File: config.mk
export PLATFORM = sky130hd
export DESIGN_NAME = fpd64_iter
export DESIGN_NICKNAME = d
export VERILOG_FILES = /design/src/design/fixed_point_divide_64_macros.svh /design/src/design/fpd64_pkg.sv /design/src/design/fpd64_iter.sv
export SDC_FILE = /design/constraint.sdc
export NUM_CORES = 1
export LEC_CHECK = 0
export ABC_AREA = 1
export BUFFER_PORTS_ARGS = -buffer_cell sky130_fd_sc_hd__buf_2
export CORE_MARGIN = 1.5
export CORE_UTILIZATION = 35
export CTS_CLUSTER_DIAMETER = 80
export CTS_CLUSTER_SIZE = 30
export DETAILED_ROUTE_END_ITERATION = 12
export MAX_ROUTING_LAYER = met4
export PLACE_DENSITY = 0.7
export SLEW_MARGIN = 20
export SYNTH_ARGS = -nofsm -noshare
export SYNTH_HDL_FRONTEND = slang
export SYNTH_SLANG_ARGS = --single-unit
File: constraint.sdc
create_clock -name clk -period 1.15 [get_ports clk]
set_clock_uncertainty 0.15 [all_clocks]
set_input_delay 0.0575 -clock clk [delete_from_list [all_inputs] [get_ports clk]]
set_output_delay 0.0575 -clock clk [all_outputs]
set_load 0.05 [all_outputs]
File: src/design/fixed_point_divide_64_macros.svh
// Assertion macros for the fixed-point divider.
`ifndef FIXED_POINT_DIVIDE_64_MACROS_SVH
`define FIXED_POINT_DIVIDE_64_MACROS_SVH

`ifndef SYNTHESIS

// Same-cycle implication, disabled during reset
`define FPD64_ASSERT_NOW(lbl, clk, rst_n, ante, cons) \
	lbl: assert property (@(posedge clk) disable iff (!rst_n) (ante) |-> (cons)) \
		else $error("fpd64 check failed");

// Next-cycle implication, disabled during reset
`define FPD64_ASSERT_NEXT(lbl, clk, rst_n, ante, cons) \
	lbl: assert property (@(posedge clk) disable iff (!rst_n) (ante) |=> (cons)) \
		else $error("fpd64 check failed");

`else

`define FPD64_ASSERT_NOW(lbl, clk, rst_n, ante, cons)
`define FPD64_ASSERT_NEXT(lbl, clk, rst_n, ante, cons)

`endif

`endif

File: src/design/fpd64_pkg.sv
// Shared constants, types and helpers of the fixed-point divider.
`default_nettype none

package fpd64_pkg;

	// Operand width that takes part in the arithmetic (8..64)
	localparam int unsigned DATA_W   = 64;
	// Port width of each operand and of the quotient
	localparam int unsigned WORD_W   = 64;
	// Widened dividend and the number of restoring steps
	localparam int unsigned NUM_W    = 2 * WORD_W;
	localparam int unsigned NUM_ITER = NUM_W;
	// Fraction bit count register
	localparam int unsigned FRAC_W   = 6;
	localparam logic [FRAC_W-1:0] FRAC_RESET = FRAC_W'(32);

	typedef logic [WORD_W-1:0] word_t;

	// Payload of one divider iteration stage
	typedef struct packed {
		logic             neg;  // quotient is negated at the end
		logic             dbz;  // divisor was zero
		word_t            dsr;  // divisor magnitude
		word_t            rem;  // partial remainder, below dsr unless the divisor is zero
		logic [NUM_W-1:0] num;  // dividend bits out at top, quotient bits in at bottom
	} iter_t;

	// Result beat
	typedef struct packed {
		logic  dbz;
		word_t quo;
	} res_t;

	// Sign-extend from bit DATA_W-1 to the port width
	function automatic word_t sext_w(input word_t v);
		return word_t'($signed(v << (WORD_W - DATA_W)) >>> (WORD_W - DATA_W));
	endfunction

endpackage

`default_nettype wire

File: src/design/fpd64_iter.sv
// One restoring division step: shift in one dividend bit, trial subtract, emit one quotient bit.
`default_nettype none

module fpd64_iter import fpd64_pkg::*; (
	input  wire logic  clk,
	input  wire logic  arst_n,
	input  wire logic  en,
	input  wire logic  in_vld,
	input  wire iter_t in_data,
	output logic       out_vld,
	output iter_t      out_data
);

	logic [WORD_W:0] trial;
	logic [WORD_W:0] diff;
	logic            fits;
	logic            vld_s1;
	iter_t           data_s1;

	// Partial remainder stays below the divisor, so the difference fits in WORD_W bits
	assign trial = {in_data.rem, in_data.num[NUM_W-1]};
	assign diff  = trial - {1'b0, in_data.dsr};
	assign fits  = !diff[WORD_W];

	always_ff @(posedge clk or negedge arst_n) begin
		if (!arst_n) begin
			vld_s1 <= 1'b0;
		end else if (en) begin
			vld_s1 <= in_vld;
		end
	end

	always_ff @(posedge clk) begin
		if (en) begin
			data_s1.neg <= in_data.neg;
			data_s1.dbz <= in_data.dbz;
			data_s1.dsr <= in_data.dsr;
			data_s1.rem <= fits ? diff[WORD_W-1:0] : trial[WORD_W-1:0];
			data_s1.num <= {in_data.num[NUM_W-2:0], fits};
		end
	end

	assign out_vld  = vld_s1;
	assign out_data = data_s1;

endmodule

`default_nettype wire

==> results.toml <==
[sta]
fin_crit_sh_pct = 166
fin_setup_tns_ns = -95.65
slew_violations = 0
tightest_slew_ns = 0.359
fin_ws_ns = -0.764
rsz0062_at_grt = "true"
max_slew_margin_pct = 76.1
setup_viol = 324
clock.fmax_ghz = 0.523
hold_ws_ns = -0.470
hold_violations = 10
layout_min_cycle_time_ns = 1.91

[place]
place_inst = 3220
port_buffers = 520
place_congestion = 1.00
dp_hpwl_um = 52400
pre_cts_slack_ns = -1.39

[cells_and_area]
drive_gt1_share_pct = 38.9
fin_cells = 3564
nNetsFinal = 3318
syn_to_final_growth_pct = 80.8
fill_cells = 3272

[global_routing]
grt_max_degree = 54
grt_pass1_wl_um = 101000
grt-ovfl-total = 0
grt_pass1_vias = 16900
grt.total_usage_pct = 31.6
antenna_found_initial = 20

[cts]
clk_latency_ns = 0.54
clk_path_buf_depth = 3
cts_tree = "built"
clockRootBuffer = "clkbuf_16"
clock_sinks = 259
path_clk_slew_ns = 0.09
cts_buffers = 19
htreeDepth = 1

[setup_path]
critPathRequiredTime_ns = 1.29
r2r_slack_ns = 0.19
cp.arrival_ns = 2.05
cp-end-kind = "flop"
worstPathMaxFanout = 18
cp-start-kind = "input port"
critical_path_class = "in -> reg"

[yosys]
synth-seq-area-share_pct = 51.7
synth_top_area_share_pct = 51.6
syn_inst = 1868
syn-cell-area_um2 = 15000
netlist_top_cells_count = "793 x nand2_1, 389 x inv_1, 258 x edfxtp_1"
async_flop_share_pct = 0.386
syn_nets = 2195
synth.area.top_cells = "edfxtp_1 52%, nand2_1 20%, inv_1 9.7%"
synth_ff_type = "edfxtp_1"
yosys_warnings = 0
ys_seq_elements = 259
synth_most_common_cell = "nand2_1"
synth_top_area_cell = "edfxtp_1"
avgSynthCellArea_um2 = 8.04
synth_edf_count = 258
synth_cell_types = 33

[route]
routed_via_density = 4.76
drt_pass1_iterations = 5
ant_nets = 0
post_drt_wl_per_cell_um = 20.9
wirelength_um = 74600
initialDrtViolationCount = 1018
drc = 0
vias = 17000

[floorplan]
die_x_um = 210
rows = 75
design.die.area_um2 = 44200
core_um2 = 42100
die-height_um = 210
pin_count = 521
initial_core_util_pct = 35.7

[status]
status = "finished with violations"
violations = "hold timing, setup timing"

[power_and_ir_drop]
power_per_cell_area_nw_per_um2 = 1210
ir_worst_vdd_mv = 1.34
power_leakage_nw = 13.8

[flow_run]
maxCapViolations = 0

[hold_path]
hold_class = "in -> reg"
-- per-stage QoR --
stage / area, µm² / util [%] / power [mW]
2_1_floorplan: 15100 / - / 18.1
3_3_place_gp: 20700 / 49.1 / 22.2
3_5_place_dp: 20700 / 49.1 / 22.3
4_1_cts: 25200 / 59.9 / 31.3
5_1_grt: 27200 / 64.5 / 34.1
6_report: 27200 / 64.5 / 33.0
-- worst paths after layout --
kind	start	to	cells after the start
max in group asynchronous	arst_n	out_vld	3
min reg2reg	out_vld	out_vld	1
max reg2reg	out_vld	out_vld	1
min	in_data[192]	out_data[192]	1
min in group asynchronous	arst_n	out_vld	3
max	in_data[168]	out_data[171]	16
-- metal layers --
metal | global-route usage (%) | wire length (µm)
met1 | 36.0 | 28800
met2 | 54.7 | 37100
met3 | 5.78 | 4800
met4 | 12.9 | 3910
met5 | - | 0
-- area by class of cell --
class                           count  area (µm²)  area share [%]
Tap cell                          539         674            2.48
Clock inverter                     12         154           0.567
Timing Repair Buffer             1115        9630            35.4
Sequential cell                   259        7770            28.6
Antenna cell                       21        52.6           0.193
Inverter                          394        1490            5.47
Clock buffer                       22         497            1.83
Multi-Input combinational cell   1202        6900            25.4
-- power by group --
group          switching [mW]  internal [mW]  leakage (nW)  total, mW
Clock                    3.98           3.37         0.314       7.35
Sequential              0.566           11.5          2.53       12.1
Combinational            8.16           5.43          10.9       13.6
-- registers in the layout (all words and copies together), names as in the netlist --
| signal | cells |
|---|---|
| out_data | 258 |
| out_vld | 1 |
-- layout by cell type (no fill, tap or decap), types with 3 or more instances in the layout --
cell / count
buf_4: 321
nand3_2: 12
a21oi_1: 36
nor3_2: 4
nand2_4: 21
xor2_1: 30
buf_6: 263
ha_2: 3
nand3_4: 4
inv_12: 3
inv_2: 21
buf_2: 256
dlygate4sd3_1: 254
diode_2: 21
buf_16: 3
clkbuf_16: 21
nor3_1: 8
buf_8: 4
o21ai_0: 4
ha_4: 44
nand4_1: 19
nand2_1: 694
ha_1: 17
nand2_2: 106
buf_12: 12
edfxtp_1: 258
nand3_1: 52
o21bai_1: 8
nor2_4: 10
nor2_1: 75
nor2_2: 25
inv_1: 371
a21oi_2: 15
-- cells by family (layout without fill, tap and decap cells) --
group | count (synthesis) | in the layout | synth area share, %
and+or+nand+nor | 1041 | 1041 | 27.9
buffers and inverters | 407 | 1543 | 10.8
DFF | 259 | 259 | 51.7
adders and majority gates | 65 | 65 | 5.46
AOI/OAI and AO/OA | 64 | 64 | 2.27
xor gates and xnor gates | 31 | 31 | 1.81
muxes | 1 | 1 | 0.0749
other | 0 | 21 | 0
-- critical path: stages --
cell and delay [ns]:
buf_4 0.13, ha_4 0.25, nand2_1 0.08, nand2_1 0.09, nand2_1 0.10, nand2_2 0.09, a21oi_4 0.20, nand2_2 0.09
a21oi_2 0.14, buf_4 0.14, nand2_2 0.08, nand2_2 0.12, nand2_8 0.12, buf_12 0.18, nand2_1 0.10, nand2_2 0.06
-- timing repair --
item / 4_1_cts / 5_1_grt
pin swaps: 37 / 34
hold buffers: 246 / 8
endpoints found under the setup margin: 324 / 324
hold endpoints to repair: 511 / 17
cloned: 5 / 2
buffers inserted: 26 / 7
resized for setup: 270 / 747
Power figures use the tool's default switching activity.
