`config.mk`:
```
export PLATFORM = sky130hd
export DESIGN_NAME = fpd64_post
export DESIGN_NICKNAME = d
export VERILOG_FILES = /design/src/design/fixed_point_divide_64_macros.svh /design/src/design/fpd64_pkg.sv /design/src/design/fpd64_post.sv
export SDC_FILE = /design/constraint.sdc
export NUM_CORES = 1
export LEC_CHECK = 0
export BUFFER_PORTS_ARGS = -buffer_cell sky130_fd_sc_hd__buf_2
export CAP_MARGIN = 40
export CORE_ASPECT_RATIO = 0.6
export CORE_MARGIN = 10
export CORE_UTILIZATION = 41
export CTS_BUF_LIST = sky130_fd_sc_hd__clkbuf_8 sky130_fd_sc_hd__clkbuf_16
export CTS_CLUSTER_DIAMETER = 100
export DETAILED_ROUTE_END_ITERATION = 8
export PLACE_DENSITY = 0.89
export REMOVE_ABC_BUFFERS = 1
export SETUP_SLACK_MARGIN = 0.4
export SLEW_MARGIN = 20
export SYNTH_ARGS = -nofsm -noshare
export SYNTH_HDL_FRONTEND = slang
export SYNTH_SLANG_ARGS = --single-unit
```
`constraint.sdc`:
```
create_clock -name clk -period 1 [get_ports clk]
set_input_delay 0.15 -clock clk [delete_from_list [all_inputs] [get_ports clk]]
set_output_delay 0.15 -clock clk [all_outputs]
set_load 0.05 [all_outputs]
```
`src/design/fixed_point_divide_64_macros.svh`:
```
// Assertion macros for the fixed-point divider.
`ifndef FIXED_POINT_DIVIDE_64_MACROS_SVH
`define FIXED_POINT_DIVIDE_64_MACROS_SVH

`ifndef SYNTHESIS

// Same-cycle implication, disabled during reset
`define FPD64_ASSERT_NOW(lbl, clk, rst_n, ante, cons) \
	lbl: assert property (@(posedge clk) disable iff (!rst_n) (ante) |-> (cons)) \
		else $error("fpd64 check failed");

// Next-cycle implication, disabled during reset
`define FPD64_ASSERT_NEXT(lbl, clk, rst_n, ante, cons) \
	lbl: assert property (@(posedge clk) disable iff (!rst_n) (ante) |=> (cons)) \
		else $error("fpd64 check failed");

`else

`define FPD64_ASSERT_NOW(lbl, clk, rst_n, ante, cons)
`define FPD64_ASSERT_NEXT(lbl, clk, rst_n, ante, cons)

`endif

`endif

```
`src/design/fpd64_pkg.sv`:
```
// Shared constants, types and helpers of the fixed-point divider.
`default_nettype none

package fpd64_pkg;

	// Operand width that takes part in the arithmetic (8..64)
	localparam int unsigned DATA_W   = 64;
	// Port width of each operand and of the quotient
	localparam int unsigned WORD_W   = 64;
	// Widened dividend and the number of restoring steps
	localparam int unsigned NUM_W    = 2 * WORD_W;
	localparam int unsigned NUM_ITER = NUM_W;
	// Fraction bit count register
	localparam int unsigned FRAC_W   = 6;
	localparam logic [FRAC_W-1:0] FRAC_RESET = FRAC_W'(32);

	typedef logic [WORD_W-1:0] word_t;

	// Payload of one divider iteration stage
	typedef struct packed {
		logic             neg;  // quotient is negated at the end
		logic             dbz;  // divisor was zero
		word_t            dsr;  // divisor magnitude
		word_t            rem;  // partial remainder, below dsr unless the divisor is zero
		logic [NUM_W-1:0] num;  // dividend bits out at top, quotient bits in at bottom
	} iter_t;

	// Result beat
	typedef struct packed {
		logic  dbz;
		word_t quo;
	} res_t;

	// Sign-extend from bit DATA_W-1 to the port width
	function automatic word_t sext_w(input word_t v);
		return word_t'($signed(v << (WORD_W - DATA_W)) >>> (WORD_W - DATA_W));
	endfunction

endpackage

`default_nettype wire

```
`src/design/fpd64_post.sv`:
```
// Result fix-up: apply the sign, wrap to the data width, force zero on a zero divisor.
`default_nettype none

module fpd64_post import fpd64_pkg::*; (
	input  wire logic  clk,
	input  wire logic  arst_n,
	input  wire logic  en,
	input  wire logic  in_vld,
	input  wire iter_t in_data,
	output logic       out_vld,
	output res_t       out_data
);

	word_t mag;
	word_t sgn;
	logic  vld_s1;
	res_t  res_s1;

	// Low quotient bits, negated when the operand signs differ
	assign mag = in_data.num[WORD_W-1:0];
	assign sgn = in_data.neg ? word_t'(-mag) : mag;

	always_ff @(posedge clk or negedge arst_n) begin
		if (!arst_n) begin
			vld_s1 <= 1'b0;
		end else if (en) begin
			vld_s1 <= in_vld;
		end
	end

	always_ff @(posedge clk) begin
		if (en) begin
			res_s1.dbz <= in_data.dbz;
			res_s1.quo <= in_data.dbz ? '0 : sext_w(sgn);
		end
	end

	assign out_vld  = vld_s1;
	assign out_data = res_s1;

endmodule

`default_nettype wire

```
==> metrics.cfg, run 1 <==
[synth]
syn_avg_cell_area_um2 = 10.3
synth_enable_flop_cells = 65
synth-simple-area-share = 0.264
synth_cell_type_count = 44
synth_top_family_by_area = simple AND/OR/NAND/NOR gates
ys.flop_type = edfxtp_1
synth_mux_area_frac = 0.0415
synth_compound_area_frac = 0.127
ys_warn_count = 0
synth_xor_area_frac = 0.0747
netlist_area_um2 = 4340
seq_area_frac_synth = 0.455
ys_async_sr_fraction = 0.0152
synthAdderAreaFrac = 0.00288
syn_inst = 423
synth.ff_latch_count = 66

[layout]
layout.nets = 1009
final_cell_mix = buf_4, buf_6, edfxtp_1, nor2_1, buf_2
fillCellCount = 367
fin_area_um2 = 9040
utilization = 0.896
layout-drive-gt1-share = 0.660
syn_to_final_growth_pct = 108
multi_input_area_um2 = 3250
seqCellArea_um2 = 1980
final_common_cell = buf_4

[clocking]
cts_buffer_depth = 2
clk_pin_slew_ns = 0.07
cts_root_buf = clkbuf_16
numCtsBuffers = 9
cts_tree = built
clock-sinks = 66
htreeDepth = 3
clk_latency_ns = 0.36

[timing]
fmax_mhz = 442
tightest_slew_ns = 1.04
setup-tns-final_ns = -55.77
finClkSkew_ns = 0
setup_ws_ns = -1.26
period_minus_slack_ns = 2.26
hold_viol = 0
finalSetupViolCount = 127
rsz0062_at_grt = yes
fin_hold_ws_ns = 0.0219
period_share = 2.26
maxSlewViolCount = 0
relSlewSlack = 0.304

[die]
dieArea_um2 = 15200
ios = 328
die_x_um = 153
initial_core_util = 0.430
core-area_um2 = 10100
row_count = 28
die_h_um = 99.7

[global_route]
grt_pass1_vias = 5984
grt_pass1_wl_um = 37500
grt_overflow = 0
antenna_found_initial = 5
grt_max_degree = 29
track_usage = 0.323

[worst_setup_path]
cp_max_fo = 2
startpoint_type = input port
end_kind = flip-flop
crit_type = in2reg
worstPathArrival_ns = 2.34
worstPathRequired_ns = 1.08

[routing]
drtPass1Iterations = 9
viasPerCell = 7.18
drt_iter0_drc = 1140
drc = 42
ant_nets = 0
wirelength_um = 32900
vias = 6370
routedWlPerCell_um = 37.1

[hold_path]
holdCritPathClass = in2reg

[power]
p_leak_nw = 3.86
fin_total_pwr_mw = 11.2
peakVddDrop_uv = 999
power_density_nw_per_um2 = 1240

[placed_design]
gp_congestion = 0.922
placed_area_um2 = 6180
post-dp-hpwl_um = 13100
portBuffers = 135

[run_status]
violations = DRC, setup timing
status = finished, violations left

[flow_run]
maxCapViolCount = 0

[power breakdown]
part | total, mW | switching [mW] | internal [mW]
Sequential | 3.57 | 0.222 | 3.35
Combinational | 3.94 | 2.37 | 1.56
Clock | 3.72 | 1.53 | 2.18
Total | 11.2 | 4.13 | 7.10
[layout make-up]
cell class,count,share of cell area
tap,135,0.0187
clock buffer,9,0.0249
timing repair buffer,339,0.361
multi-input combinational,320,0.360
inverter,10,0.00637
antenna,1,0.000277
sequential,66,0.219
clock inverter,7,0.0104
[metrics by stage]
stage | std cells | setup slack (ns)
after floorplan | 396 | -1.52
after global placement | 806 | -1.08
after detailed placement | 806 | -1.24
after CTS | 851 | -0.714
after global routing | 887 | -1.36
final | 887 | -1.26
[cells in the mapped netlist (3+ instances only)]
master | number | area share
edfxtp_1 | 65 | 0.45
nor2_1 | 57 | 0.049
xor2_1 | 35 | 0.071
nor3_1 | 20 | 0.023
clkbuf_1 | 18 | 0.016
o21ai_0 | 18 | 0.021
or3_1 | 18 | 0.026
a21oi_1 | 17 | 0.020
nand2_1 | 16 | 0.014
o31ai_1 | 15 | 0.026
nor3b_1 | 12 | 0.021
inv_1 | 10 | 0.0086
nor4_1 | 10 | 0.014
mux2i_1 | 9 | 0.021
mux2_1 | 7 | 0.018
nand3_1 | 7 | 0.0081
nand4_1 | 7 | 0.010
buf_2 | 6 | 0.0069
nor2b_1 | 6 | 0.0086
nor3_2 | 6 | 0.014
nor4_2 | 6 | 0.017
o311ai_1 | 6 | 0.012
o41ai_1 | 6 | 0.012
o41ai_2 | 6 | 0.022
or4_1 | 5 | 0.0086
nand2b_1 | 4 | 0.0058
nor4_4 | 4 | 0.020
a211o_1 | 3 | 0.0061
buf_1 | 3 | 0.0026
nand3b_1 | 3 | 0.0052
nand4_2 | 3 | 0.0086
[final timing paths]
kind | from | to | slack, ns | cells past startpoint
max in group asynchronous | arst_n | out_vld | 0.84 | 2
worst min register to register | out_vld | out_vld | 0.64 | 2
worst max register to register | out_vld | out_vld | 0.11 | 2
worst min-delay path | in_vld | out_vld | 0.02 | 2
worst max-delay path | in_data[26] | out_data[42] | -1.26 | 8
min in group asynchronous | arst_n | out_vld | 0.08 | 2
[cells by family after synthesis]
| family | Yosys count |
|---|---|
| and+or+nand+nor | 190 |
| buffers and inverters | 37 |
| adders and majority gates | 1 |
| xor gates and xnor gates | 37 |
| DFF | 66 |
| muxes | 17 |
| AOI/OAI and AO/OA | 75 |
[what timing repair did]
item / CTS / global route
hold endpoints to repair: 1 / 0
buffers inserted: 23 / 34
resized for setup: 328 / 131
hold buffers: 1 / 0
cloned: 5 / 1
setup endpoints to repair: 131 / 142
pin swaps: 53 / 65
[metal layers]
layer,up-vias,part of all wire,GRT usage
met4,10,0.12,0.257
met3,347,0.17,0.150
met1,2934,0.29,0.325
met5,-,0.0029,0
met2,808,0.42,0.518
li1,2271,-,-
[flip-flops by register name, summed over array words and instances, names as in the netlist]
register,cells
out_data,65
out_vld,1
[worst max-delay path: stages]
cell	delay (ns)
buf_8	0.11
nor4_4	0.52
buf_4	0.22
buf_6	0.10
nand2_4	0.10
nor4_4	0.53
a41oi_2	0.19
mux2_2	0.40
No activity file was read; power rests on OpenSTA's default activity.
==> inputs of run 2 (changes only) <==
--- a/config.mk
+++ b/config.mk
@@ -9,11 +9,11 @@
 export CAP_MARGIN = 40
 export CORE_ASPECT_RATIO = 0.6
 export CORE_MARGIN = 10
-export CORE_UTILIZATION = 41
+export CORE_UTILIZATION = 35
 export CTS_BUF_LIST = sky130_fd_sc_hd__clkbuf_8 sky130_fd_sc_hd__clkbuf_16
 export CTS_CLUSTER_DIAMETER = 100
 export DETAILED_ROUTE_END_ITERATION = 8
-export PLACE_DENSITY = 0.89
+export PLACE_DENSITY = 0.79
 export REMOVE_ABC_BUFFERS = 1
 export SETUP_SLACK_MARGIN = 0.4
 export SLEW_MARGIN = 20
==> run 2 against run 1 <==
The flow finishes with violations (setup timing); count of clock-buffer cells in the layout unchanged; setup slack better by 0.45 ns; non-clock buffer count is 16 lower; global-route usage fell by 11 points; sequential power down 2%; clock skew stayed put; register-to-register slack improved by 0.13 ns.
==> metrics.cfg, run 2 (synthesized netlist as in run 1, its figures left out) <==
[layout]
layout.nets = 993
largest_reg_flops = 65
layout-drive-gt1-share = 0.612
fin_cells = 900
fin_area_um2 = 8580
seqCellArea_um2 = 1980
syn_to_final_growth_pct = 97.8
utilization = 0.709
n_antenna_cell = 0
final_cell_mix = buf_4, buf_6, edfxtp_1, nor2_1, buf_2
multi_input_area_um2 = 3040
fillCellCount = 802
final_common_cell = buf_4

[clocking]
cts_tree = built
clk_pin_slew_ns = 0.06
htreeDepth = 3
clk_latency_ns = 0.34
cts_buffer_depth = 2
clock-sinks = 66
numCtsBuffers = 9
cts_root_buf = clkbuf_16

[power]
p_leak_nw = 3.69
power_density_nw_per_um2 = 1210
peakVddDrop_uv = 760
fin_total_pwr_mw = 10.4

[routing]
routedWlPerCell_um = 23.7
routed.top_layer = met4
wirelength_um = 21300
vias = 5267
met2_length_um = 10100
met1_length_um = 7870
drtPass1Iterations = 8
drt_iter0_drc = 480
drc = 0
viasPerCell = 5.85
met3_length_um = 2310
ant_nets = 0

[die]
die_x_um = 164
ios = 328
die_h_um = 106
core-area_um2 = 12100
initial_core_util = 0.359
row_count = 31
dieArea_um2 = 17400

[worst_setup_path]
worstPathRequired_ns = 1.09
r2r_cells = 1
r2r_slack_ns = 0.24
cp_max_fo = 6
startpoint_type = input port
rr_startpoint = out_vld
worstPathArrival_ns = 1.91
end_kind = flip-flop
r2r_end = out_vld
crit_type = in2reg

[timing]
fmax_mhz = 551
tightest_slew_ns = 0.531
period_share = 1.82
setup-tns-final_ns = -39.88
period_minus_slack_ns = 1.82
fin_hold_ws_ns = 0.0360
hold_viol = 0
maxSlewViolCount = 0
rsz0062_at_grt = yes
relSlewSlack = 0.646
setup_ws_ns = -0.816
finalSetupViolCount = 126
finClkSkew_ns = 0

[global_route]
grt_max_degree = 42
grt_pass1_wl_um = 29400
grt_pass1_vias = 5297
grt_overflow = 0
track_usage = 0.215
antenna_found_initial = 0

[flow_run]
maxCapViolCount = 0

[run_status]
violations = setup timing
status = finished, violations left

[hold_path]
holdCritPathClass = in2reg
whs_path_depth = 2
min_delay_worst_endpoint = out_vld
min_from = in_vld

[placed_design]
gp_congestion = 0.902
portBuffers = 135
placed_area_um2 = 6220
dpl.cell_count = 839
post-dp-hpwl_um = 12400
pre_cts_slack_ns = -1.22

-- run 2: cell count changes in the layout (fill, tap and decap cells not counted), sizes merged --
cell	delta
clkbuf	+2
clkinvlp	+1
buf	-18
clkinv	-1
diode	-1
-- run 2: worst max-delay path by stage --
| stage | from | endpoint | slack [ns] | cells after the start |
|---|---|---|---|---|
| after CTS | in_data[16] | out_data[47] | -0.71 | 7 |
| after floorplan | in_data[16] | out_data[47] | -1.52 | 5 |
| final | in_data[16] | out_data[47] | -0.82 | 7 |
| after global routing | in_data[16] | out_data[47] | -0.86 | 7 |
| after global placement | in_data[12] | out_data[49] | -1.12 | 8 |
| after detailed placement | in_data[16] | out_data[58] | -1.22 | 7 |
-- run 2: metal layers --
metal / track usage / vias to the layer above
met4: 0.0832 / 0
met1: 0.253 / 2514
met2: 0.355 / 408
met5: 0 / -
met3: 0.0720 / 118
li1: - / 2227
-- run 2: critical path, cell delays in order --
cell and delay (ns):
buf_8 0.10, nor4_4 0.27, buf_4 0.20, nand4_4 0.17, or3_4 0.46, o31ai_4 0.22, mux2_4 0.33
-- run 2: cell type report --
class                           instances  area share
Inverter                               10     0.00670
Timing Repair Buffer                  323       0.347
Clock buffer                            9      0.0262
Sequential cell                        66       0.230
Tap cell                              165      0.0240
Clock inverter                          7      0.0109
Multi-Input combinational cell        320       0.355
-- run 2: repair_timing --
item | in CTS | in global routing
buffers inserted | 25 | 14
hold buffers | 1 | 0
endpoints found under the hold margin | 1 | 0
gates resized for setup | 316 | 59
cloned | 2 | 3
setup endpoints to repair | 131 | 142
pin swaps | 70 | 44
-- run 2: power breakdown --
group          total (mW)  leakage (nW)  switching (mW)  internal, mW
combinational        3.44          2.90            2.01          1.43
clock                3.49         0.151            1.31          2.18
sequential           3.49         0.639           0.144          3.35
==> inputs of run 3 (changes only) <==
==> constraint.sdc (replaced) <==
create_clock -name clk -period 2.2 [get_ports clk]
set_input_delay 0.33 -clock clk [delete_from_list [all_inputs] [get_ports clk]]
set_output_delay 0.33 -clock clk [all_outputs]
set_load 0.05 [all_outputs]
==> run 3 against run 2 <==
Sequential cell count stayed put; the flow now finishes without violations; final area is 19% lower; largest power group unchanged; clock skew stayed put; non-clock buffer count is 67 lower; via count is 13% lower; hold slack better by 0.20 ns; die area stayed put; register-to-register slack better by 1.2 ns; critical path depth is 4 higher; setup slack better by 0.94 ns; sequential power is 56% lower; count of clock-buffer cells in the layout stayed put.
==> metrics.cfg, run 3 (synthesized netlist as in run 1, its figures left out) <==
[power]
peakVddDrop_uv = 356
p_leak_nw = 2.96
power_density_nw_per_um2 = 593

[layout]
final_cell_mix = buf_2, buf_4, edfxtp_1, nor2_1, xor2_1
layout.nets = 926
final_common_cell = buf_2
utilization = 0.576
largest_reg_flops = 65
fillCellCount = 1009
syn_to_final_growth_pct = 60.5
n_antenna_cell = 0
layout-drive-gt1-share = 0.527
fin_cells = 833

[global_route]
track_usage = 0.173
grt_pass1_wl_um = 24200
grt_max_degree = 37
grt_pass1_vias = 4539
grt_overflow = 0
antenna_found_initial = 1

[timing]
tightest_slew_ns = 0.506
setup_ws_ns = 0.120
period_share = 0.945
finClkSkew_ns = 0
finalSetupViolCount = 0
hold_viol = 0
rsz0062_at_grt = yes
fmax_mhz = 481
maxSlewViolCount = 0
relSlewSlack = 0.660
period_minus_slack_ns = 2.08

[worst_setup_path]
crit_type = in2reg
r2r_slack_ns = 1.46
r2r_cells = 1
rr_startpoint = out_vld
worstPathRequired_ns = 2.27
end_kind = flip-flop
worstPathArrival_ns = 2.15
cp_max_fo = 7
r2r_end = out_vld
startpoint_type = input port

[clocking]
cts_tree = built
cts_buffer_depth = 2
clk_latency_ns = 0.32
clk_pin_slew_ns = 0.06
cts_root_buf = clkbuf_16
numCtsBuffers = 9
clock-sinks = 66
htreeDepth = 3

[routing]
ant_nets = 0
routed.top_layer = met5
met2_length_um = 7770
met3_length_um = 1530
routedWlPerCell_um = 19.9
drtPass1Iterations = 5
drc = 0
viasPerCell = 5.49
drt_iter0_drc = 394
vias = 4573
wirelength_um = 16600
met1_length_um = 7000

[placed_design]
pre_cts_slack_ns = -0.300
post-dp-hpwl_um = 11800
gp_congestion = 0.862
dpl.cell_count = 798
portBuffers = 135

[hold_path]
min_from = in_vld
whs_path_depth = 2
min_delay_worst_endpoint = out_vld
holdCritPathClass = in2reg

[die]
initial_core_util = 0.359
dieArea_um2 = 17400
ios = 328
core-area_um2 = 12100
die_x_um = 164
die_h_um = 106
row_count = 31

[run_status]
status = finished, final reports clean

[flow_run]
maxCapViolCount = 0

==> run 3: changes by cell type in the layout (fill, tap and decap cells not counted), sizes merged <==
cell      previous run  this run
bufinv               2         1
inv                  9        11
buf                318       255
clkinvlp             2         1
bufbuf               1         0
clkbuf              12         9
==> run 3: report_power, final <==
| group | switching (mW) | leakage, nW | internal [mW] |
|---|---|---|---|
| Clock | 0.536 | 0.146 | 0.864 |
| Sequential | 0.0338 | 0.639 | 1.52 |
| Combinational | 0.810 | 2.17 | 0.371 |
| Total | 1.38 | 2.96 | 2.75 |
==> run 3: what timing repair did <==
action                                 CTS  global route
endpoints found under the hold margin    1             0
setup endpoints to repair               48            48
pin swaps                               14            30
gates resized for setup                 50            70
hold buffers                             1             0
buffers inserted                         7            11
==> run 3: stage by stage <==
stage / cell area [µm²] / total power, mW / hold slack [ns] / setup TNS, ns
floorplan: 4230 / 2.19 / 0.0344 / -4.48
global placement: 5890 / 2.62 / 0.105 / -3.31
detailed placement: 5890 / 2.65 / 0.106 / -4.81
CTS: 6520 / 4.08 / 0.229 / 0
global route: 6970 / 4.27 / 0.240 / 0
finish: 6970 / 4.13 / 0.237 / 0
==> run 3: layout make-up <==
cell class | count | area [µm²] | share of cell area
multi-input combinational | 320 | 2720 | 0.391
sequential | 66 | 1980 | 0.284
timing repair buffer | 256 | 1730 | 0.249
clock buffer | 9 | 225 | 0.0323
tap | 165 | 206 | 0.0296
clock inverter | 7 | 61.3 | 0.00880
inverter | 10 | 37.5 | 0.00539
==> run 3: worst max-delay path, stage by stage <==
cell     delay (ns)
buf_6          0.10
buf_6          0.11
nor4_4         0.30
nand4_2        0.19
buf_6          0.16
buf_6          0.10
buf_6          0.11
buf_12         0.14
o41ai_4        0.22
xor2_1         0.28
nor2_1         0.09
==> run 3: metal layers <==
| layer | GRT usage | vias up |
|---|---|---|
| met3 | 0.0562 | 31 |
| met1 | 0.227 | 2212 |
| met5 | 0 | - |
| met2 | 0.272 | 236 |
| met4 | 0.0426 | 2 |
| li1 | - | 2092 |
==> run 3: worst max path at each step <==
stage	slack (ns)	start	to	cells past startpoint
CTS	0.25	in_data[0]	out_data[55]	9
global placement	-0.25	in_data[16]	out_data[49]	8
detailed placement	-0.30	in_data[16]	out_data[49]	8
finish	0.12	in_data[1]	out_data[31]	11
floorplan	-0.50	in_data[16]	out_data[47]	5
global route	0.09	in_data[34]	out_data[52]	6
