--- src/design/fixed_point_divide_64_macros.svh ---
// Assertion macros for the fixed-point divider.
`ifndef FIXED_POINT_DIVIDE_64_MACROS_SVH
`define FIXED_POINT_DIVIDE_64_MACROS_SVH

`ifndef SYNTHESIS

// Same-cycle implication, disabled during reset
`define FPD64_ASSERT_NOW(lbl, clk, rst_n, ante, cons) \
	lbl: assert property (@(posedge clk) disable iff (!rst_n) (ante) |-> (cons)) \
		else $error("fpd64 check failed");

// Next-cycle implication, disabled during reset
`define FPD64_ASSERT_NEXT(lbl, clk, rst_n, ante, cons) \
	lbl: assert property (@(posedge clk) disable iff (!rst_n) (ante) |=> (cons)) \
		else $error("fpd64 check failed");

`else

`define FPD64_ASSERT_NOW(lbl, clk, rst_n, ante, cons)
`define FPD64_ASSERT_NEXT(lbl, clk, rst_n, ante, cons)

`endif

`endif

--- src/design/fpd64_pkg.sv ---
// Shared constants, types and helpers of the fixed-point divider.
`default_nettype none

package fpd64_pkg;

	// Operand width that takes part in the arithmetic (8..64)
	localparam int unsigned DATA_W   = 64;
	// Port width of each operand and of the quotient
	localparam int unsigned WORD_W   = 64;
	// Widened dividend and the number of restoring steps
	localparam int unsigned NUM_W    = 2 * WORD_W;
	localparam int unsigned NUM_ITER = NUM_W;
	// Fraction bit count register
	localparam int unsigned FRAC_W   = 6;
	localparam logic [FRAC_W-1:0] FRAC_RESET = FRAC_W'(32);

	typedef logic [WORD_W-1:0] word_t;

	// Payload of one divider iteration stage
	typedef struct packed {
		logic             neg;  // quotient is negated at the end
		logic             dbz;  // divisor was zero
		word_t            dsr;  // divisor magnitude
		word_t            rem;  // partial remainder, below dsr unless the divisor is zero
		logic [NUM_W-1:0] num;  // dividend bits out at top, quotient bits in at bottom
	} iter_t;

	// Result beat
	typedef struct packed {
		logic  dbz;
		word_t quo;
	} res_t;

	// Sign-extend from bit DATA_W-1 to the port width
	function automatic word_t sext_w(input word_t v);
		return word_t'($signed(v << (WORD_W - DATA_W)) >>> (WORD_W - DATA_W));
	endfunction

endpackage

`default_nettype wire

--- src/design/fpd64_skid.sv ---
// Output register with a one-beat skid buffer; a full skid freezes the pipeline.
`default_nettype none

module fpd64_skid import fpd64_pkg::*; (
	input  wire logic clk,
	input  wire logic arst_n,
	input  wire logic in_vld,
	input  wire res_t in_data,
	output logic      full,
	output logic      out_vld,
	output res_t      out_data,
	input  wire logic out_rdy
);

	logic push;
	logic out_vld_q;
	res_t out_q;
	logic skid_vld_q;
	res_t skid_q;

	// Pipeline advances only while the skid is empty, so a push never meets a full skid
	assign push = in_vld && !skid_vld_q;

	// Occupancy
	always_ff @(posedge clk or negedge arst_n) begin
		if (!arst_n) begin
			out_vld_q  <= 1'b0;
			skid_vld_q <= 1'b0;
		end else if (skid_vld_q) begin
			if (out_rdy) begin
				skid_vld_q <= 1'b0;
			end
		end else if (push) begin
			if (out_vld_q && !out_rdy) begin
				skid_vld_q <= 1'b1;
			end else begin
				out_vld_q <= 1'b1;
			end
		end else if (out_rdy) begin
			out_vld_q <= 1'b0;
		end
	end

	// Payload
	always_ff @(posedge clk) begin
		if (skid_vld_q) begin
			if (out_rdy) begin
				out_q <= skid_q;
			end
		end else if (push) begin
			if (out_vld_q && !out_rdy) begin
				skid_q <= in_data;
			end else begin
				out_q <= in_data;
			end
		end
	end

	assign full     = skid_vld_q;
	assign out_vld  = out_vld_q;
	assign out_data = out_q;

endmodule

`default_nettype wire
--- config.mk ---
export PLATFORM = sky130hd
export DESIGN_NAME = fpd64_skid
export DESIGN_NICKNAME = d
export VERILOG_FILES = /design/src/design/fixed_point_divide_64_macros.svh /design/src/design/fpd64_pkg.sv /design/src/design/fpd64_skid.sv
export SDC_FILE = /design/constraint.sdc
export NUM_CORES = 1
export LEC_CHECK = 0
export BUFFER_PORTS_ARGS = -buffer_cell sky130_fd_sc_hd__clkbuf_2
export CAP_MARGIN = 10
export CORE_ASPECT_RATIO = 0.6
export CORE_MARGIN = 1.5
export CORE_UTILIZATION = 40
export CTS_BUF_LIST = sky130_fd_sc_hd__clkbuf_4 sky130_fd_sc_hd__clkbuf_8
export CTS_CLUSTER_DIAMETER = 200
export DETAILED_ROUTE_END_ITERATION = 7
export PLACE_DENSITY_LB_ADDON = 0.3
export SLEW_MARGIN = 20
export SYNTH_ARGS = -nofsm -noshare
export SYNTH_HDL_FRONTEND = slang
export SYNTH_SLANG_ARGS = --single-unit
export TNS_END_PERCENT = 5
--- constraint.sdc ---
create_clock -name clk -period 3.4 [get_ports clk]
set_input_delay 0.34 -clock clk [delete_from_list [all_inputs] [get_ports clk]]
set_output_delay 0.34 -clock clk [all_outputs]
set_load 0.05 [all_outputs]
==> results.md, run 1 <==
- Status: completed
- DR WL/cell: 15.5 µm
- Syn Inst Count: 213
- First-iteration detailed-routing DRC count: 102
- CTS tree: built
- Seq/Total Area, Yosys: 77.0%
- CP Capture Point: out_data[22]
- Final setup vio count: 0
- Slew Viols, Final: 0
- Chip width: 149 µm
- Final min period: 2170 ps
- Overall Power: 3.81 mW
- Top fanout value on the critical path: 37
- Final Cycle Share: 63.8%
- Hold_buf cts: 1
- Final worst slack: 1230 ps
- Vias: 2434
- Fillers: 1055
- Clk pin slew, worst setup/hold paths: 70 ps
- Register area: 3960 µm²
- Final ANT Viol Nets: 0
- Hold Fails Final Rpt: 0
- Longest Clk Path Bufs: 2
- PwrDens: 608 nW/µm²
- Number of global-route vias before repair: 2494
- Total wire length: 8350 µm
- Syn Area/Cell: 24.1 µm²
- Most frequent cells in the layout: 135 x clkbuf_2, 130 x edfxtp_1, 65 x mux2_4
- Number of vias per cell: 4.51
- Diode count: 0
- Die Y: 90.8 µm
- H-tree Lvls: 4
- DP Worst Slack: 1230 ps
- P_leak: 2.51 nW
- CTS Buf Count: 17
- CTS sink cnt: 132
- RePlAce Congestion: 0.715
- First-pass DRT Iterations: 4
- Multi-input logic area: 1040 µm²
- R2r endpoint: out_data[22]
- Die area: 13500 µm²
- Cell variety after synth: 12
- RSZ-0062 raised after global routing: false
- Peak Freq: 461 MHz
- Setup Skew: 9.88 ps
- Crit start category: register
- Area Growth Syn to Fin: 22.1%
- Number of core rows: 31
- Worst-margin pin slew: 875 ps
- Worst hold path class: input port to register
- Nets: 431
- Origin of the critical flop-to-flop path: full
- Initial Utilization: 41.8%
- Worst skew pair latency: 420 ps
- Syn Std Cell Area: 5130 µm²
- Global Route Usage Sum: 13.0%
- # Max-Cap Violations: 0
- Worst R2R Path Depth: 2
- Worst rel slew slack: 41.7%
- CORE AREA: 12300 µm²
- Crit path required time: 3570 ps
- Seq cells post-synth: 132
- First-pass GRT wire length: 12900 µm
- Grt ovf: 0
- Setup TNS Final: 0 ps
- Io pins: 136
- Largest net degree at the start of global routing: 66
- Flop2flop setup slack: 1230 ps
- Antenna violations before repair: 0
- Most common cell after layout, fill and taps aside: clkbuf_2
- Setup Fix Bufs, Post-CTS: 0
- Root Buffer Master: clkbuf_8
- Yosys Warn Count: 0
- Syn nets: 282
- VDD IR max: 0.262 mV
- Post-CTS sizing: 0
- Setup crit end kind: register
- Worst EP arrival: 2330 ps
- Hold_sp: in_data[6]
- Number of remaining DRC errors: 0
- Share of cells above drive strength 1: 62.4%
- Worst Setup SP: full
- Port Buf Inserts: 135
- Crit path kind: register to register
- Min Hold Slack: 108 ps
cells by family after synthesis:
logic type / after synthesis / share of synthesized area, %
AO/OA/AOI/OAI: 3 / 0.439
buffers and inverters: 9 / 3.02
flip-flops: 132 / 77.0
multiplexers: 65 / 19.0
AND/OR/NAND/NOR: 4 / 0.512
cell usage after synthesis, drive strengths merged:
cell type | count | area share (%)
dfrtp | 2 | 0.97
a22o | 1 | 0.17
o22a | 1 | 0.17
inv | 1 | 0.073
and4bb | 1 | 0.24
nand2b | 1 | 0.12
mux2 | 65 | 19
nor2 | 2 | 0.15
edfxtp | 130 | 76
buf | 8 | 2.9
a21oi | 1 | 0.097
layout make-up:
class / instances / share of cell area (%)
tap: 165 / 3.29
clock buffer: 21 / 4.21
inverter: 1 / 0.0599
clock inverter: 11 / 1.40
timing repair buffer: 138 / 11.4
multi-input combinational: 72 / 16.5
sequential: 132 / 63.1
report_power, final:
group / internal [mW] / leakage (nW) / switching, mW
Sequential: 1.95 / 1.24 / 0.0552
Clock: 0.598 / 0.176 / 0.563
Combinational: 0.211 / 1.09 / 0.436
routing by layer:
metal / wire length (µm) / up-vias / track usage [%]
met5: 0 / - / 0
met4: 79 / 0 / 4.21
met3: 937 / 9 / 7.63
met2: 3460 / 103 / 18.0
met1: 3880 / 1174 / 16.9
li1: - / 1148 / -
stage by stage:
step	instances	instance area [µm²]	util (%)
after floorplan	213	5130	-
after global placement	507	5910	48.1
after detailed placement	507	5910	48.1
after CTS	540	6270	51.0
after global routing	540	6270	51.0
final	540	6270	51.0
worst min-delay path by stage:
stage | endpoint | slack [ps] | cells after the start
6_report | skid_q[6] | 110 | 1
2_1_floorplan | full | 40 | 0
4_1_cts | skid_q[6] | 80 | 1
3_3_place_gp | out_vld | 130 | 1
5_1_grt | skid_q[5] | 70 | 1
3_5_place_dp | out_vld | 130 | 1
critical path, cell delays in order, from the launching register on:
cell	delay, ps
dfrtp_4	840
buf_4	650
mux2_4	350
flip-flops by register name, summed over array words and instances, names as in the netlist:
register,cells
out_data,65
full,1
skid_q,65
out_vld,1
No activity file was read; power rests on OpenSTA's default activity.
==> run 2: changes to the inputs <==
==> constraint.sdc (replaced) <==
create_clock -name clk -period 1.9 [get_ports clk]
set_input_delay 0.19 -clock clk [delete_from_list [all_inputs] [get_ports clk]]
set_output_delay 0.19 -clock clk [all_outputs]
set_load 0.05 [all_outputs]
==> run 2 against run 1 <==
Against the previous run: sequential share of layout area shrank 7.4 points; total power grew 98%; largest power group unchanged; utilization grew 6.7 points; critical path type is now register to output port.
==> results.md, run 2 (synthesis gave the netlist of run 1 again) <==
- VDD IR max: 0.565 mV (was 0.262 mV)
- Design Area, Final: 7100 µm² (was 6270 µm²)
- First-pass DRT Iterations: 4 (unchanged)
- Setup TNS Final: 0 ps (unchanged)
- Io pins: 136 (unchanged)
- Worst-margin pin slew: 545 ps (was 875 ps)
- Overall Power: 7.54 mW (was 3.81 mW)
- Worst hold path class: input port to register (unchanged)
- Hold path cells: 2 (was 1)
- Worst R2R Path Depth: 2 (unchanged)
- Port Buf Inserts: 135 (unchanged)
- Most frequent cells in the layout: 135 x clkbuf_2, 130 x edfxtp_1, 67 x dlygate4sd3_1 (was 135 x clkbuf_2, 130 x edfxtp_1, 65 x mux2_4)
- Metal2 WL: 4080 µm (was 3460 µm)
- First-pass GRT wire length: 15000 µm (was 12900 µm)
- Peak Freq: 586 MHz
- Initial Utilization: 41.8% (unchanged)
- Die Y: 90.8 µm (unchanged)
- Longest Clk Path Bufs: 2 (unchanged)
- Hpwl dp: 6360 µm
- P_leak: 2.86 nW (was 2.51 nW)
- Nets: 501 (was 431)
- Hold Fails Final Rpt: 0 (unchanged)
- Fin cells: 610 (was 540)
- # Max-Cap Violations: 0 (unchanged)
- Number of remaining DRC errors: 0 (unchanged)
- Worst EP arrival: 1520 ps (was 2330 ps)
- Most common cell after layout, fill and taps aside: clkbuf_2 (unchanged)
- DP Worst Slack: 298 ps (was 1230 ps)
- RePlAce Congestion: 0.745 (was 0.715)
- Final min period: 1710 ps
- CTS Buf Count: 17 (unchanged)
- Final setup vio count: 0 (unchanged)
- Final Cycle Share: 89.7%
- Clk pin slew, worst setup/hold paths: 70 ps (about the same)
- PwrDens: 1060 nW/µm² (was 608 nW/µm²)
- CTS sink cnt: 132 (unchanged)
- Vias: 2718 (was 2434)
- Setup crit end kind: output port (was register)
- Number of vias per cell: 4.46 (was 4.51)
- Final ANT Viol Nets: 0 (unchanged)
- RSZ-0062 raised after global routing: false (unchanged)
- Number of core rows: 31 (unchanged)
- First-iteration detailed-routing DRC count: 155 (was 102)
- Flop2flop setup slack: 290 ps (was 1230 ps)
- Placed Instances: 511 (was 507)
- Final design utilization: 57.7% (was 51.0%)
- Antenna violations before repair: 0 (unchanged)
- Share of cells above drive strength 1: 53.9% (was 62.4%)
- Wl on met1: 4730 µm (was 3880 µm)
- Fillers: 941 (was 1055)
- Total wire length: 9760 µm (was 8350 µm)
- Status: completed (unchanged)
- Grt ovf: 0 (unchanged)
- Crit path required time: 1710 ps (was 3570 ps)
- H-tree Lvls: 4 (unchanged)
- Crit start category: register (unchanged)
- Met3 wire len: 887 µm (was 937 µm)
- Origin of the critical flop-to-flop path: full (unchanged)
- Slew Viols, Final: 0 (unchanged)
- Diode count: 0 (unchanged)
- Top Layer Used: met4 (unchanged)
- CORE AREA: 12300 µm² (unchanged)
- Worst rel slew slack: 63.6% (was 41.7%)
- Global Route Usage Sum: 15.1% (was 13.0%)
- Area post-placement: 5980 µm² (was 5910 µm²)
- Hold_sp: in_vld (was in_data[6])
- Min Hold Slack: 87.0 ps (was 108 ps)
- Area Growth Syn to Fin: 38.3% (was 22.1%)
- Number of global-route vias before repair: 2848 (was 2494)
- Die area: 13500 µm² (unchanged)
- DR WL/cell: 16.0 µm (was 15.5 µm)
- Chip width: 149 µm (unchanged)
- Top fanout value on the critical path: 38 (was 37)
- CTS tree: built (unchanged)
- Largest net degree at the start of global routing: 48 (was 66)
- Root Buffer Master: clkbuf_8 (unchanged)
- Crit path kind: register to output port (was register to register)
- Worst skew pair latency: 420 ps (about the same)
- Setup Skew: 7.17 ps (was 9.88 ps)
- R2r endpoint: skid_q[58] (was out_data[22])
- Final worst slack: 195 ps (was 1230 ps)
- Hold path endpoint: out_vld (was skid_q[6])
## run 2: cell count changes in the layout (fill, tap and decap cells not counted)
cell | previous run | this run
dlygate4sd3_1 | 1 | 67
bufinv_16 | 1 | 5
buf_12 | 1 | 4
clkbuf_4 | 4 | 1
clkinv_1 | 3 | 1
clkinv_4 | 1 | 3
buf_4 | 1 | 2
clkinvlp_4 | 3 | 2
## run 2: worst max path at each step
stage,start,endpoint,slack (ps)
floorplan,full,skid_q[0],-150
global placement,full,skid_q[61],330
detailed placement,full,skid_q[62],300
CTS,full,full,150
global route,full,full,110
finish,full,full,190
## run 2: worst max-delay path, stage by stage, from the launching register on
cell and delay (ps):
dfrtp_4 460, buf_12 280, clkbuf_2 350
## run 2: cell type report
class | count | area [µm²] | share of cell area (%)
clock buffers | 18 | 241 | 3.40
clock inverters | 14 | 210 | 2.96
inverters | 1 | 3.75 | 0.0529
multi-input cells | 72 | 1040 | 14.6
flip-flops and latches | 132 | 3960 | 55.8
well taps | 165 | 206 | 2.91
repair buffers | 208 | 1440 | 20.3
## run 2: timing repair
item | in CTS | in global routing
endpoints found under the hold margin | 68 | 0
hold buffers | 67 | 0
setup endpoints to repair | 0 | 0
buffers inserted | 0 | 0
gates resized for setup | 0 | 0
## run 2: layer usage
layer | track usage (%) | up-vias
met4 | 4.70 | 0
met2 | 21.1 | 110
met1 | 21.7 | 1313
li1 | - | 1287
met5 | 0 | -
met3 | 5.51 | 8
## run 2: power breakdown
| group | switching, mW | internal, mW | total [mW] |
|---|---|---|---|
| registers | 0.0742 | 3.48 | 3.56 |
| logic | 0.851 | 0.491 | 1.34 |
| clock network | 1.07 | 1.57 | 2.64 |
| total | 1.99 | 5.54 | 7.54 |
==> run 3: changes to the inputs <==
--- a/config.mk
+++ b/config.mk
@@ -10,7 +10,6 @@
 export CORE_ASPECT_RATIO = 0.6
 export CORE_MARGIN = 1.5
 export CORE_UTILIZATION = 40
-export CTS_BUF_LIST = sky130_fd_sc_hd__clkbuf_4 sky130_fd_sc_hd__clkbuf_8
 export CTS_CLUSTER_DIAMETER = 200
 export DETAILED_ROUTE_END_ITERATION = 7
 export PLACE_DENSITY_LB_ADDON = 0.3
==> run 3 against run 2 <==
Against the previous run: maximum frequency rose by 0.65%; sequential power barely moved; combinational power barely moved; non-clock buffer count fell by 1; first-iteration DRC count rose by 14%; utilization rose by 1.4 points; critical path depth did not move; worst setup slack improved by 11 ps; critical path type unchanged; largest cell class unchanged; largest power group unchanged; highest routed layer unchanged.
==> results.md, run 3 (synthesis gave the netlist of run 1 again) <==
- Status: completed (unchanged)
- Final Cycle Share: 89.2% (was 89.7%)
- CORE AREA: 12300 µm² (unchanged)
- Setup crit end kind: output port (unchanged)
- Worst-margin pin slew: 563 ps (was 545 ps)
- DR WL/cell: 16.2 µm (was 16.0 µm)
- First-pass DRT Iterations: 4 (unchanged)
- Worst EP arrival: 1500 ps (was 1520 ps)
- Part of the power in registers: 42.3% (was 47.2%)
- Fillers: 912 (was 941)
- DP Worst Slack: 298 ps (unchanged)
- P_leak: 2.94 nW (was 2.86 nW)
- First-pass GRT wire length: 15200 µm (was 15000 µm)
- PwrDens: 1160 nW/µm² (was 1060 nW/µm²)
- Hold path cells: 1 (was 2)
- CTS tree: built (unchanged)
- Internal: 6.30 mW (was 5.54 mW)
- Longest Clk Path Bufs: 2 (unchanged)
- Setup TNS Final: 0 ps (unchanged)
- Area post-placement: 5980 µm² (unchanged)
- Hpwl dp: 6360 µm (unchanged)
- Min Hold Slack: 30.7 ps (was 87.0 ps)
- Global Route Usage Sum: 15.2% (was 15.1%)
- Crit path required time: 1710 ps (about the same)
- Grt ovf: 0 (unchanged)
- Worst path max stage delay: 450 ps (was 460 ps)
- Number of vias per cell: 4.46 (about the same)
- Crit start category: register (unchanged)
- Final design utilization: 59.2% (was 57.7%)
- Switching Fraction: 25.2% (was 26.5%)
- Vias: 2717 (was 2718)
- Flop2flop setup slack: 300 ps (was 290 ps)
- Die Y: 90.8 µm (unchanged)
- Peak Freq: 590 MHz (was 586 MHz)
- Top fanout value on the critical path: 38 (unchanged)
- Final ANT Viol Nets: 0 (unchanged)
- Slew Viols, Final: 0 (unchanged)
- Share of cells above drive strength 1: 53.8% (was 53.9%)
- Chip width: 149 µm (unchanged)
- Number of remaining DRC errors: 0 (unchanged)
- Number of global-route vias before repair: 2843 (was 2848)
- CTS sink cnt: 132 (unchanged)
- Origin of the critical flop-to-flop path: full (unchanged)
- RePlAce Congestion: 0.745 (unchanged)
- Worst R2R Path Depth: 2 (unchanged)
- Root Buffer Master: clkbuf_16 (was clkbuf_8)
- Most common cell after layout, fill and taps aside: clkbuf_2 (unchanged)
- Design Area, Final: 7280 µm² (was 7100 µm²)
- Post-CTS sizing: 0 (unchanged)
- Largest net degree at the start of global routing: 48 (unchanged)
- Fin cells: 609 (was 610)
- Overall Power: 8.41 mW (was 7.54 mW)
- Final worst slack: 206 ps (was 195 ps)
- Nets: 500 (was 501)
- Io pins: 136 (unchanged)
- Slowest CP cell: dfrtp_4 (unchanged)
- Worst rel slew slack: 62.5% (was 63.6%)
- Area Growth Syn to Fin: 41.7% (was 38.3%)
- Initial Utilization: 41.8% (unchanged)
- Die area: 13500 µm² (unchanged)
- Clk pin slew, worst setup/hold paths: 60 ps (was 70 ps)
- Antenna violations before repair: 0 (unchanged)
- Setup Skew: 4.73 ps (was 7.17 ps)
- CTS Buf Count: 17 (unchanged)
- Crit-path cells: buf_12 > clkbuf_2 (unchanged)
- Comb pwr share: 15.9% (was 17.8%)
- H-tree Lvls: 4 (unchanged)
- Final setup vio count: 0 (unchanged)
- Hold Fails Final Rpt: 0 (unchanged)
- # Max-Cap Violations: 0 (unchanged)
- Worst skew pair latency: 400 ps (was 420 ps)
- Placed Instances: 511 (unchanged)
- Total wire length: 9840 µm (was 9760 µm)
- First-iteration detailed-routing DRC count: 177 (was 155)
- Hold path endpoint: skid_q[8] (was out_vld)
- VDD IR max: 0.780 mV (was 0.565 mV)
- R2r endpoint: skid_q[58] (unchanged)
- Final min period: 1690 ps (was 1710 ps)
- Number of core rows: 31 (unchanged)
- Crit path kind: register to output port (unchanged)
- Clock Power Share: 41.7% (was 35.0%)
- Port Buf Inserts: 135 (unchanged)
- Diode count: 0 (unchanged)
- RSZ-0062 raised after global routing: false (unchanged)
- Hold_sp: in_data[8] (was in_vld)
- Worst hold path class: input port to register (unchanged)
- Most frequent cells in the layout: 135 x clkbuf_2, 130 x edfxtp_1, 66 x dlygate4sd3_1 (was 135 x clkbuf_2, 130 x edfxtp_1, 67 x dlygate4sd3_1)
- Switch Pwr: 2.12 mW (was 1.99 mW)
run 3: cell types whose count changed in the layout (fill, tap and decap cells not counted):
cell,delta
clkbuf_1,+1
clkbuf_16,+17
clkbuf_4,-1
clkbuf_8,-17
dlygate4sd3_1,-1
run 3: cell type report:
class	instances	area (µm²)	share of cell area (%)
clock buffer	18	429	5.90
clock inverter	14	210	2.89
multi-input combinational	72	1040	14.3
sequential	132	3960	54.4
timing repair buffer	207	1430	19.7
inverter	1	3.75	0.0516
tap	165	206	2.84
run 3: worst max path at each step:
stage,endpoint,cells past startpoint,start,slack (ps)
6_report,full,2,full,210
5_1_grt,full,2,full,140
4_1_cts,full,2,full,180
3_5_place_dp,skid_q[62],2,full,300
3_3_place_gp,skid_q[61],2,full,330
2_1_floorplan,skid_q[0],3,full,-150
run 3: repair_timing:
action	4_1_cts	5_1_grt
endpoints found under the hold margin	67	0
hold buffers	66	0
setup buffers	0	0
run 3: power by group through the flow:
stage / Combinational [mW] / Clock, mW / Sequential [mW]
global placement: 1.23 / 0 / 3.61
detailed placement: 1.24 / 0 / 3.61
CTS: 1.35 / 3.57 / 3.56
finish: 1.34 / 3.51 / 3.56
floorplan: 0.447 / 0 / 4.12
global route: 1.41 / 3.69 / 3.58
run 3: worst max-delay path, delay by kind of cell, from the launching register on:
kind / cells / cell delay, ps
DFF: 1 / 450
buffers and inverters: 2 / 640
run 3: per-layer routing:
layer	global-route usage (%)	part of all wire (%)	vias up
li1	-	-	1289
met1	22.1	50	1306
met5	0	0	-
met2	21.1	41	107
met3	4.85	7.6	15
met4	5.94	1.2	0
